==> src/busiest_queue_select_unit_macros.svh <==
// ----------------------------------------------------------------------------
// Busiest queue select unit assertion macros
// Shared concurrent assertion wrappers for the busiest queue select RTL.
// ----------------------------------------------------------------------------
`ifndef BUSIEST_QUEUE_SELECT_UNIT_MACROS_SVH
`define BUSIEST_QUEUE_SELECT_UNIT_MACROS_SVH

`ifndef ASSERT_OFF
`define BQS_ASSERT(name, clk, rst, prop, msg) \
   name: assert property (@(posedge clk) disable iff (rst) prop) else $error(msg);
`define BQS_ASSERT_ALWAYS(name, clk, prop, msg) \
   name: assert property (@(posedge clk) prop) else $error(msg);
`else
`define BQS_ASSERT(name, clk, rst, prop, msg)
`define BQS_ASSERT_ALWAYS(name, clk, prop, msg)
`endif

`endif

==> src/bqs_pkg.sv <==
// ----------------------------------------------------------------------------
// Busiest queue select package
// Field widths, register indexes, reset values and the configuration type.
// ----------------------------------------------------------------------------
`default_nettype none

package bqs_pkg;

   localparam int unsigned CLASS_BITS     = 2;
   localparam int unsigned CAP_BITS       = 11;
   localparam int unsigned COUNT_BITS     = 16;
   localparam int unsigned LIMIT_BITS     = 32;
   localparam int unsigned CSR_INDEX_BITS = 3;
   localparam int unsigned CSR_DATA_BITS  = 32;

   typedef enum logic [CSR_INDEX_BITS-1:0] {
      CSR_CLASS_LIMIT     = 3'd0,
      CSR_MISFIT_MODE     = 3'd1,
      CSR_ASYM_CAPACITY   = 3'd2,
      CSR_DEST_CAPACITY   = 3'd3,
      CSR_IMBALANCE_LIMIT = 3'd4
   } csr_index_type;

   typedef struct packed {
      logic [CLASS_BITS-1:0] class_limit;
      logic                  misfit_mode;
      logic                  asym_capacity;
      logic [CAP_BITS-1:0]   dest_capacity;
      logic [LIMIT_BITS-1:0] imbalance_limit;
   } cfg_type;

   localparam logic [CLASS_BITS-1:0] CLASS_LIMIT_RESET   = 2'd2;
   localparam logic [CAP_BITS-1:0]   DEST_CAPACITY_RESET = 11'd1024;
   localparam logic [CAP_BITS-1:0]   BEST_CAPACITY_RESET = 11'd1;
   localparam logic [COUNT_BITS-1:0] LONE_TASK_COUNT     = 16'd1;

endpackage

`default_nettype wire

==> src/bqs_req_if.sv <==
// ----------------------------------------------------------------------------
// Queue descriptor channel
// Valid/ready channel carrying one run queue descriptor per transfer.
// ----------------------------------------------------------------------------
`default_nettype none

interface bqs_req_if
   import bqs_pkg::*;
#(
   parameter int unsigned INDEX_BITS = 8,
   parameter int unsigned LOAD_BITS  = 32
);
   logic                  valid;
   logic                  ready;
   logic [INDEX_BITS-1:0] queue_index;
   logic [CLASS_BITS-1:0] queue_class;
   logic [CAP_BITS-1:0]   queue_capacity;
   logic [LOAD_BITS-1:0]  queue_load;
   logic [COUNT_BITS-1:0] running_count;
   logic [LOAD_BITS-1:0]  misfit_load;
   logic                  capacity_reduced;
   logic                  last_queue;

   modport source (
      output valid, queue_index, queue_class, queue_capacity, queue_load,
             running_count, misfit_load, capacity_reduced, last_queue,
      input  ready
   );

   modport sink (
      input  valid, queue_index, queue_class, queue_capacity, queue_load,
             running_count, misfit_load, capacity_reduced, last_queue,
      output ready
   );
endinterface

`default_nettype wire

==> src/bqs_rsp_if.sv <==
// ----------------------------------------------------------------------------
// Selection result channel
// Valid/ready channel carrying the busiest queue chosen in one pass.
// ----------------------------------------------------------------------------
`default_nettype none

interface bqs_rsp_if #(
   parameter int unsigned INDEX_BITS = 8
);
   logic                  valid;
   logic                  ready;
   logic                  found;
   logic [INDEX_BITS-1:0] busiest_index;

   modport source (
      output valid, found, busiest_index,
      input  ready
   );

   modport sink (
      input  valid, found, busiest_index,
      output ready
   );
endinterface

`default_nettype wire

==> src/bqs_core.sv <==
// ----------------------------------------------------------------------------
// Busiest queue select core
// Input register, running best-queue state and result register.
// ----------------------------------------------------------------------------
`default_nettype none

`include "busiest_queue_select_unit_macros.svh"

module bqs_core
   import bqs_pkg::*;
#(
   parameter int unsigned INDEX_BITS = 8,
   parameter int unsigned LOAD_BITS  = 32
)
(
   input  logic        clock,
   input  logic        reset,
   input  cfg_type     cfg,
   bqs_req_if.sink     req_port,
   bqs_rsp_if.source   rsp_port
);

   localparam int unsigned LIM_W  = (LOAD_BITS > LIMIT_BITS) ? LOAD_BITS : LIMIT_BITS;
   localparam int unsigned PROD_W = LOAD_BITS + CAP_BITS;

   // Input register.
   logic                  s1_valid_ff;
   logic                  s1_valid_in;
   logic [INDEX_BITS-1:0] s1_index_ff;
   logic [CLASS_BITS-1:0] s1_class_ff;
   logic [CAP_BITS-1:0]   s1_capacity_ff;
   logic [LOAD_BITS-1:0]  s1_load_ff;
   logic [COUNT_BITS-1:0] s1_count_ff;
   logic [LOAD_BITS-1:0]  s1_misfit_ff;
   logic                  s1_reduced_ff;
   logic                  s1_last_ff;

   // Running selection state.
   logic [LOAD_BITS-1:0]  best_load_ff;
   logic [LOAD_BITS-1:0]  best_load_in;
   logic [CAP_BITS-1:0]   best_capacity_ff;
   logic [CAP_BITS-1:0]   best_capacity_in;
   logic [INDEX_BITS-1:0] best_index_ff;
   logic [INDEX_BITS-1:0] best_index_in;
   logic                  have_best_ff;
   logic                  have_best_in;

   // Result register.
   logic                  rsp_valid_ff;
   logic                  rsp_valid_in;
   logic                  found_ff;
   logic                  found_in;
   logic [INDEX_BITS-1:0] busiest_index_ff;
   logic [INDEX_BITS-1:0] busiest_index_in;

   logic                  req_xfer;
   logic                  out_free;
   logic                  process;
   logic                  process_last;
   logic                  class_ok;
   logic                  lone_task;
   logic                  skip_asym;
   logic                  skip_lone;
   logic                  misfit_win;
   logic                  ratio_win;
   logic                  take;
   logic [PROD_W-1:0]     cand_product;
   logic [PROD_W-1:0]     best_product;

   assign req_xfer     = req_port.valid && req_port.ready;
   assign out_free     = !rsp_valid_ff || rsp_port.ready;
   assign process      = s1_valid_ff && (!s1_last_ff || out_free);
   assign process_last = process && s1_last_ff;

   assign req_port.ready         = !s1_valid_ff || process;
   assign rsp_port.valid         = rsp_valid_ff;
   assign rsp_port.found         = found_ff;
   assign rsp_port.busiest_index = busiest_index_ff;

   always_comb begin
      class_ok     = s1_class_ff <= cfg.class_limit;
      lone_task    = s1_count_ff == LONE_TASK_COUNT;
      skip_asym    = cfg.asym_capacity && (cfg.dest_capacity < s1_capacity_ff) && lone_task;
      skip_lone    = lone_task && !s1_reduced_ff &&
                     (LIM_W'(s1_load_ff) > LIM_W'(cfg.imbalance_limit));
      misfit_win   = s1_misfit_ff > best_load_ff;
      cand_product = PROD_W'(s1_load_ff) * PROD_W'(best_capacity_ff);
      best_product = PROD_W'(best_load_ff) * PROD_W'(s1_capacity_ff);
      ratio_win    = cand_product > best_product;
      take         = class_ok &&
                     (cfg.misfit_mode ? misfit_win : (!skip_asym && !skip_lone && ratio_win));
   end

   always_comb begin
      s1_valid_in      = req_xfer || (s1_valid_ff && !process);
      best_load_in     = best_load_ff;
      best_capacity_in = best_capacity_ff;
      best_index_in    = best_index_ff;
      have_best_in     = have_best_ff;
      rsp_valid_in     = rsp_valid_ff && !rsp_port.ready;
      found_in         = found_ff;
      busiest_index_in = busiest_index_ff;

      if (process_last) begin
         best_load_in     = '0;
         best_capacity_in = BEST_CAPACITY_RESET;
         best_index_in    = '0;
         have_best_in     = 1'b0;
         rsp_valid_in     = 1'b1;
         found_in         = have_best_ff || take;
         busiest_index_in = take ? s1_index_ff : best_index_ff;
      end else if (process && take) begin
         best_load_in  = cfg.misfit_mode ? s1_misfit_ff : s1_load_ff;
         best_index_in = s1_index_ff;
         have_best_in  = 1'b1;
         if (!cfg.misfit_mode) begin
            best_capacity_in = s1_capacity_ff;
         end
      end
   end

   always_ff @(posedge clock) begin
      if (reset) begin
         s1_valid_ff      <= 1'b0;
         best_load_ff     <= '0;
         best_capacity_ff <= BEST_CAPACITY_RESET;
         best_index_ff    <= '0;
         have_best_ff     <= 1'b0;
         rsp_valid_ff     <= 1'b0;
      end else begin
         s1_valid_ff      <= s1_valid_in;
         best_load_ff     <= best_load_in;
         best_capacity_ff <= best_capacity_in;
         best_index_ff    <= best_index_in;
         have_best_ff     <= have_best_in;
         rsp_valid_ff     <= rsp_valid_in;
      end
   end

   always_ff @(posedge clock) begin
      found_ff         <= found_in;
      busiest_index_ff <= busiest_index_in;
      if (req_xfer) begin
         s1_index_ff    <= req_port.queue_index;
         s1_class_ff    <= req_port.queue_class;
         s1_capacity_ff <= req_port.queue_capacity;
         s1_load_ff     <= req_port.queue_load;
         s1_count_ff    <= req_port.running_count;
         s1_misfit_ff   <= req_port.misfit_load;
         s1_reduced_ff  <= req_port.capacity_reduced;
         s1_last_ff     <= req_port.last_queue;
      end
   end

   `BQS_ASSERT(a_rsp_from_last, clock, reset, $rose(rsp_valid_ff) |-> $past(process_last), "result appeared without a last queue")
   `BQS_ASSERT(a_no_overwrite, clock, reset, (rsp_valid_ff && !rsp_port.ready) |-> !process_last, "pending result would be overwritten")
   `BQS_ASSERT(a_pass_cleared, clock, reset, process_last |=> (!have_best_ff && (best_load_ff == '0)), "selection state not cleared after a pass")
   `BQS_ASSERT(a_empty_state, clock, reset, !have_best_ff |-> ((best_load_ff == '0) && (best_capacity_ff == BEST_CAPACITY_RESET) && (best_index_ff == '0)), "empty selection holds stale state")

endmodule

`default_nettype wire

==> src/flat_wrapper.sv <==
// flat-port wrapper written by rule: the top's interface ports become plain ports
module bqs_core_flat import bqs_pkg::*;
#(
   parameter int unsigned INDEX_BITS = 8,
   parameter int unsigned LOAD_BITS  = 32
)
  (clock, reset, cfg, req_port_valid, req_port_queue_index, req_port_queue_class, req_port_queue_capacity, req_port_queue_load, req_port_running_count, req_port_misfit_load, req_port_capacity_reduced, req_port_last_queue, req_port_ready, rsp_port_valid, rsp_port_found, rsp_port_busiest_index, rsp_port_ready);
  bqs_req_if #(.INDEX_BITS(INDEX_BITS), .LOAD_BITS(LOAD_BITS)) req_port_i ();
  bqs_rsp_if #(.INDEX_BITS(INDEX_BITS)) rsp_port_i ();
  input  logic clock;
  input  logic reset;
  input  cfg_type cfg;
  input wire logic [$bits(req_port_i.valid)-1:0] req_port_valid;
  input wire logic [$bits(req_port_i.queue_index)-1:0] req_port_queue_index;
  input wire logic [$bits(req_port_i.queue_class)-1:0] req_port_queue_class;
  input wire logic [$bits(req_port_i.queue_capacity)-1:0] req_port_queue_capacity;
  input wire logic [$bits(req_port_i.queue_load)-1:0] req_port_queue_load;
  input wire logic [$bits(req_port_i.running_count)-1:0] req_port_running_count;
  input wire logic [$bits(req_port_i.misfit_load)-1:0] req_port_misfit_load;
  input wire logic [$bits(req_port_i.capacity_reduced)-1:0] req_port_capacity_reduced;
  input wire logic [$bits(req_port_i.last_queue)-1:0] req_port_last_queue;
  output wire logic [$bits(req_port_i.ready)-1:0] req_port_ready;
  output wire logic [$bits(rsp_port_i.valid)-1:0] rsp_port_valid;
  output wire logic [$bits(rsp_port_i.found)-1:0] rsp_port_found;
  output wire logic [$bits(rsp_port_i.busiest_index)-1:0] rsp_port_busiest_index;
  input wire logic [$bits(rsp_port_i.ready)-1:0] rsp_port_ready;
  assign req_port_i.valid = req_port_valid;
  assign req_port_i.queue_index = req_port_queue_index;
  assign req_port_i.queue_class = req_port_queue_class;
  assign req_port_i.queue_capacity = req_port_queue_capacity;
  assign req_port_i.queue_load = req_port_queue_load;
  assign req_port_i.running_count = req_port_running_count;
  assign req_port_i.misfit_load = req_port_misfit_load;
  assign req_port_i.capacity_reduced = req_port_capacity_reduced;
  assign req_port_i.last_queue = req_port_last_queue;
  assign req_port_ready = req_port_i.ready;
  assign rsp_port_valid = rsp_port_i.valid;
  assign rsp_port_found = rsp_port_i.found;
  assign rsp_port_busiest_index = rsp_port_i.busiest_index;
  assign rsp_port_i.ready = rsp_port_ready;
  bqs_core #(.INDEX_BITS(INDEX_BITS), .LOAD_BITS(LOAD_BITS)) u_core (.clock(clock), .reset(reset), .cfg(cfg), .req_port(req_port_i), .rsp_port(rsp_port_i));
endmodule
==> config.mk <==
export PLATFORM = sky130hd
export DESIGN_NAME = bqs_core_flat
export DESIGN_NICKNAME = d
export VERILOG_FILES = /design/src/bqs_pkg.sv /design/src/bqs_req_if.sv /design/src/bqs_rsp_if.sv /design/src/bqs_core.sv /design/src/flat_wrapper.sv
export VERILOG_INCLUDE_DIRS = /design/src /design/src/src
export SDC_FILE = /design/constraint.sdc
export NUM_CORES = 2
export LEC_CHECK = 0
export ABC_AREA = 1
export CORE_MARGIN = 3
export CORE_UTILIZATION = 40
export CTS_CLUSTER_SIZE = 10
export DETAILED_ROUTE_END_ITERATION = 7
export DONT_BUFFER_PORTS = 1
export HOLD_SLACK_MARGIN = 0.12
export SYNTH_ARGS = -nofsm -noshare
export SYNTH_HDL_FRONTEND = slang
export SYNTH_SLANG_ARGS = --single-unit
==> constraint.sdc <==
create_clock -name clock -period 8.6 [get_ports clock]
set_clock_uncertainty 0.1 [all_clocks]
set_input_delay 1.72 -clock clock [delete_from_list [all_inputs] [get_ports clock]]
set_output_delay 1.72 -clock clock [all_outputs]
set_load 0.005 [all_outputs]
* Word-level counts from Yosys, hierarchy flattened
Cells that the tools add are included.
** Storage, ports and cells
- Output and inout bits :: 11
- Logic and storage cells :: 57
- Bits in registers :: 166
** Operators by class
- Bitwise gates (word level) :: 1
- Magnitude comparators :: 5
- Equality and inequality tests :: 1
- $mul :: 2
- Mux-type cells :: 4
- Reductions and logical operators :: 28
** Operators by type and width (number)
- 32-bit by 11-bit multiplier with 43-bit output :: 2
- 32-bit greater-than comparator :: 2
- 43-bit greater-than comparator :: 1
- 32-bit two-way mux :: 1
- 16-bit by 1-bit equality test with 1-bit output, second input constant :: 1
- 1-bit logical AND :: 13
- 11-bit < comparator :: 1
- 1-bit logical NOT :: 8
- 8-bit two-way mux :: 1
- 1-bit logical OR :: 5
- 2-bit less-or-equal comparator :: 1
- 1-bit two-way mux :: 2
- 2-bit AND reduction :: 1
- 2-bit OR reduction :: 1
- 1-bit NOT :: 1

* Longest topological paths before layout
- Depth after elaboration :: 10
- Gate-level depth with buffers :: 40
- Gate-level depth less buffers :: 37

* Least setup slack after synthesis
No wires, ideal clock.
- Path kind :: register -> register
- Start :: register u_core.best_capacity_ff[5]
- End :: register u_core.busiest_index_ff[6] (netlist: u_core.rsp_port.busiest_index[6]) (data pin)
- Required time :: 8.240 ns
- Path slack :: 1.667 ns
- Setup time :: 0.260 ns
- Buffers on the path :: 3
- Data arrival time :: 6.573 ns
- Cell stages (with the launch flop) :: 37
- Cell sequence :: dfxtp_1 clkbuf_1 clkbuf_1 nand2_1 fa_1 inv_1 fa_1 fa_1 fa_1 inv_1 fa_1 inv_1 ha_1 nand2_1 nor2_1 inv_1 nor2_1 nand4_1 nand3_1 a21oi_1 o21bai_1 nand2_1 nand2_1 xor2_1 ha_1 nand3_1 nor2_1 nand4_1 nor2_1 nand2_1 nand3_1 nand2_1 o21ai_4 nand2_1 buf_6 nand2_1 o21ai_0
** On the way
- Word-level cells in the longest chain between the ends :: 6
** Ends and longest elaborated chain
- start, declared :: line bqs_core.sv:41 : logic [CAP_BITS-1:0] best_capacity_ff;
- start signal, assigned :: line bqs_core.sv:133 : best_capacity_ff <= best_capacity_in;
- 32-bit by 11-bit multiplier with 43-bit output :: line bqs_core.sv:87 : cand_product = PROD_W'(s1_load_ff) * PROD_W'(best_capacity_ff);
- 43-bit greater-than comparator :: line bqs_core.sv:89 : ratio_win = cand_product > best_product;
- 1-bit logical AND :: line bqs_core.sv:91 : (cfg.misfit_mode ? misfit_win : (!skip_asym && !skip_lone && ratio_win));
- 1-bit two-way mux :: line bqs_core.sv:91
- 1-bit logical AND :: line bqs_core.sv:90 : take = class_ok &&
- 8-bit two-way mux :: line bqs_core.sv:111 : busiest_index_in = take ? s1_index_ff : best_index_ff;
- end signal, assigned :: line bqs_core.sv:142 : busiest_index_ff <= busiest_index_in;
- end, declared :: line bqs_core.sv:53 : logic [INDEX_BITS-1:0] busiest_index_ff;
No other way between the ends.
A chain may end at the register's enable or synchronous reset.

* Final worst setup path
- Start :: register u_core.s1_load_ff[5]
- End :: register u_core.busiest_index_ff[4] (netlist: u_core.rsp_port.busiest_index[4]) (data pin)
** On the way
- Word-level cells in the longest chain between the ends :: 8
- Elaborated cells on any way between the ends :: 10
** Ends and longest elaborated chain
- start, declared :: line bqs_core.sv:32 : logic [LOAD_BITS-1:0] s1_load_ff;
- start signal, assigned :: line bqs_core.sv:147 : s1_load_ff <= req_port.queue_load;
- parallel branches: the longest is 4 deep, another holds 32-bit by 11-bit multiplier with 43-bit output
- 1-bit logical AND (*) :: line bqs_core.sv:91
- 1-bit two-way mux (*) :: line bqs_core.sv:91
- 1-bit logical AND (*) :: line bqs_core.sv:90
- 8-bit two-way mux (*) :: line bqs_core.sv:111
Mark *: on every way between the ends.

==> metrics.md <==
| Metric | Value |
|---|---|
| First DRT Iteration DRCs | `1,502` |
| Setup TNS | `0 ns` |
| Delay-heaviest family, CP | `adder cells` |
| Total gr overflow | `0` |
| Synth Flop Type | `edfxtp_1` |
| Area growth syn-to-layout | `6.09%` |
| Antenna violations before repair | `12` |
| Non-filler instance count after layout | `4,930` |
| CTS H-tree lvls | `4` |
| Tmin final | `7.94 ns` |
| WL/cell | `17.6 um` |
| Starting density of the core | `40.6%` |
| CP Class | `reg2reg` |
| Worst setup margin | `0.657 ns` |
| Outcome | `complete, no violations` |
| Post-synth cell types | `40` |
| Critical Path Start Type | `register` |
| Final ANT Viol Nets | `0` |
| Max Cap Viol | `0` |
| Layout cells sized above 1 | `3.13%` |
| FF-to-FF End | `u_core.rsp_port.busiest_index[4]` |
| Slew @ Worst Pin | `1.10 ns` |
| # DRC | `0` |
| Via count | `24.2k` |
| I/O pin cnt | `165` |
| Crit share post-route | `92.4%` |
| Syn_area_per_cell | `7.85 um^2` |
| Max Root-Sink Buffers | `2` |
| RSZ-0062 raised after global routing | `no` |
| Reg-to-Reg Start | `u_core.s1_load_ff[5]` |
| Leading cell type in the layout, fill and taps excluded | `nand2_1` |
| Cell Rows | `101` |
| Setup crit start | `u_core.s1_load_ff[5]` |
| Net count after synthesis | `4,931` |
| FF-to-FF path depth | `32` |
| Routability cong. | `0.935` |
| Die Area | `81,100 um^2` |
| Worst hold endpoint | `u_core.have_best_ff` |
| Slowest-stage cell, CP | `edfxtp_1` |
| Routed wire length | `86.9 mm` |
| Final Setup Violations | `0` |
| Drt first pass iters | `5` |
| Die Ht | `285 um` |
| Relative slew slack | `26.4%` |
| Max-slew violations | `0` |
| Post-DP HPWL | `71.3 mm` |
| GRT Total Usage | `22.2%` |
| Worst Path Arrival | `8.05 ns` |
| Critical Path RT | `8.71 ns` |
| Clk_lat worst skew | `0.48 ns` |
| Most frequent cells in the layout | `nand2_1, inv_1, fa_1` |
| First-pass GRT wire length | `141 mm` |
| Register-to-register setup slack | `0.66 ns` |
| HP Start | `u_core.have_best_ff` |
| Post-synthesis sequential area ratio | `14.3%` |
| TritonCTS Buffers | `17` |
| Cell Area, Synth | `31,100 um^2` |
| Total Nets Final | `4,856` |
| Asr flop ratio synth | `0%` |
| Clock root cell | `clkbuf_16` |
| Clock-pin slew of the registers on the worst-case setup and hold paths | `0.07 ns` |
| Post-synth EDFFs | `112` |
| Core area | `76,500 um^2` |
| Die Width | `285 um` |
| Critical Path Sink Type | `register` |
| Worst slack, placed | `0.408 ns` |
| Vias in the first global route | `25.1k` |
| Cells after DPL | `4,876` |
| Ys Warns | `0` |
| Worst hold stages | `2` |
| Mapped Cells | `3,958` |
| Fin. Hold Viols | `0` |
| CTS tree | `done` |
| Largest net degree at the start of global routing | `65` |
| CP peak stage delay | `0.67 ns` |
| IO buf count | `0` |
| Yosys reg bits | `166` |
| Vias per cell | `4.92` |
| Peak Freq | `126 MHz` |
| Post-route cell area | `33,000 um^2` |
| Path type of the worst min-delay path | `reg2reg` |
| Most used cell, CP | `nand2_1` |
| Clock net sink count | `166` |
| Worst-path maximum fanout | `17` |
| Placed cell areas | `32,200 um^2` |
| WP buf/inv | `5` |
==> kinds of logic after synthesis <==
group	after synthesis	synth area share, %
AO/OA/AOI/OAI	295	5.32
XOR/XNOR	79	2.23
adder cells (fa/ha/maj)	819	46.0
buffers and inverters	1076	13.1
flip-flops	166	14.3
AND/OR/NAND/NOR	1523	19.1
==> routing by layer <==
metal  track usage (%)  routed length [um]  vias to the layer above
met4              4.63                1720                       12
met3              4.62                6160                       98
met5                 0                  81                        -
met1              30.9               39400                    11800
met2              35.9               39600                      722
li1                  -                   -                    11600
==> through the flow <==
step           hold slack [ns]  utilization, %
2_1_floorplan            0.333               -
3_3_place_gp             0.354            42.1
3_5_place_dp             0.353            42.1
4_1_cts                  0.373            42.9
5_1_grt                  0.405            43.1
6_report                 0.369            43.1
==> cell usage after synthesis, types with 6 or more instances <==
cell,instances,area share [%]
a21o_1,13,0.31
nand3_1,41,0.66
clkbuf_1,169,2.0
a31oi_1,16,0.32
nor2_1,224,2.7
o21a_1,12,0.29
o21bai_1,10,0.24
o21ai_0,70,1.1
xnor2_1,35,0.99
nor3_1,23,0.37
a21oi_1,156,2.5
fa_1,538,35
edfxtp_1,112,11
nor4_1,6,0.12
xor2_1,44,1.2
nand4_1,31,0.62
inv_1,897,11
ha_1,281,11
nand2_1,1187,14
dfxtp_1,54,3.5
==> state kept, by name, summed over array words and instances, names as in the netlist, 2 cells and up <==
register and flops:
u_core.s1_count_ff 16, u_core.s1_load_ff 32, u_core.s1_index_ff 8, u_core.s1_misfit_ff 32, u_core.best_load_ff 32, u_core.s1_capacity_ff 11
u_core.s1_class_ff 2, u_core.best_capacity_ff 11, u_core.best_index_ff 8, u_core.rsp_port.busiest_index 8
==> how the worst max path moves through the flow <==
stage	to	slack, ns	cells past startpoint
6_report	u_core.rsp_port.busiest_index[4]	0.66	32
5_1_grt	u_core.rsp_port.busiest_index[5]	0.007	31
4_1_cts	u_core.rsp_port.busiest_index[5]	0.36	31
3_5_place_dp	u_core.rsp_port.busiest_index[5]	0.41	31
3_3_place_gp	u_core.rsp_port.busiest_index[6]	0.50	30
2_1_floorplan	u_core.rsp_port.busiest_index[6]	1.67	36
==> worst min-delay path: stages (launching register included) <==
cell and delay, ns:
dfxtp_1 0.30, inv_1 0.06, a21oi_1 0.07
==> area by class of cell <==
class,count,area (um^2)
timing repair buffer,83,711
multi-input combinational,2716,22600
fill,7758,43500
sequential,166,4450
clock inverter,12,113
clock buffer,20,447
antenna,4,10.0
inverter,899,3380
tap,1030,1290
==> what timing repair did <==
item / CTS / global route
gates resized for setup: 0 / 2
hold buffers: 0 / 0
setup buffers: 0 / 18
endpoints found under the setup margin: 0 / 43
Power is left out: the tool's default activity adds up to more than one toggle a clock period on the data nets, which glitch-free logic cannot reach.
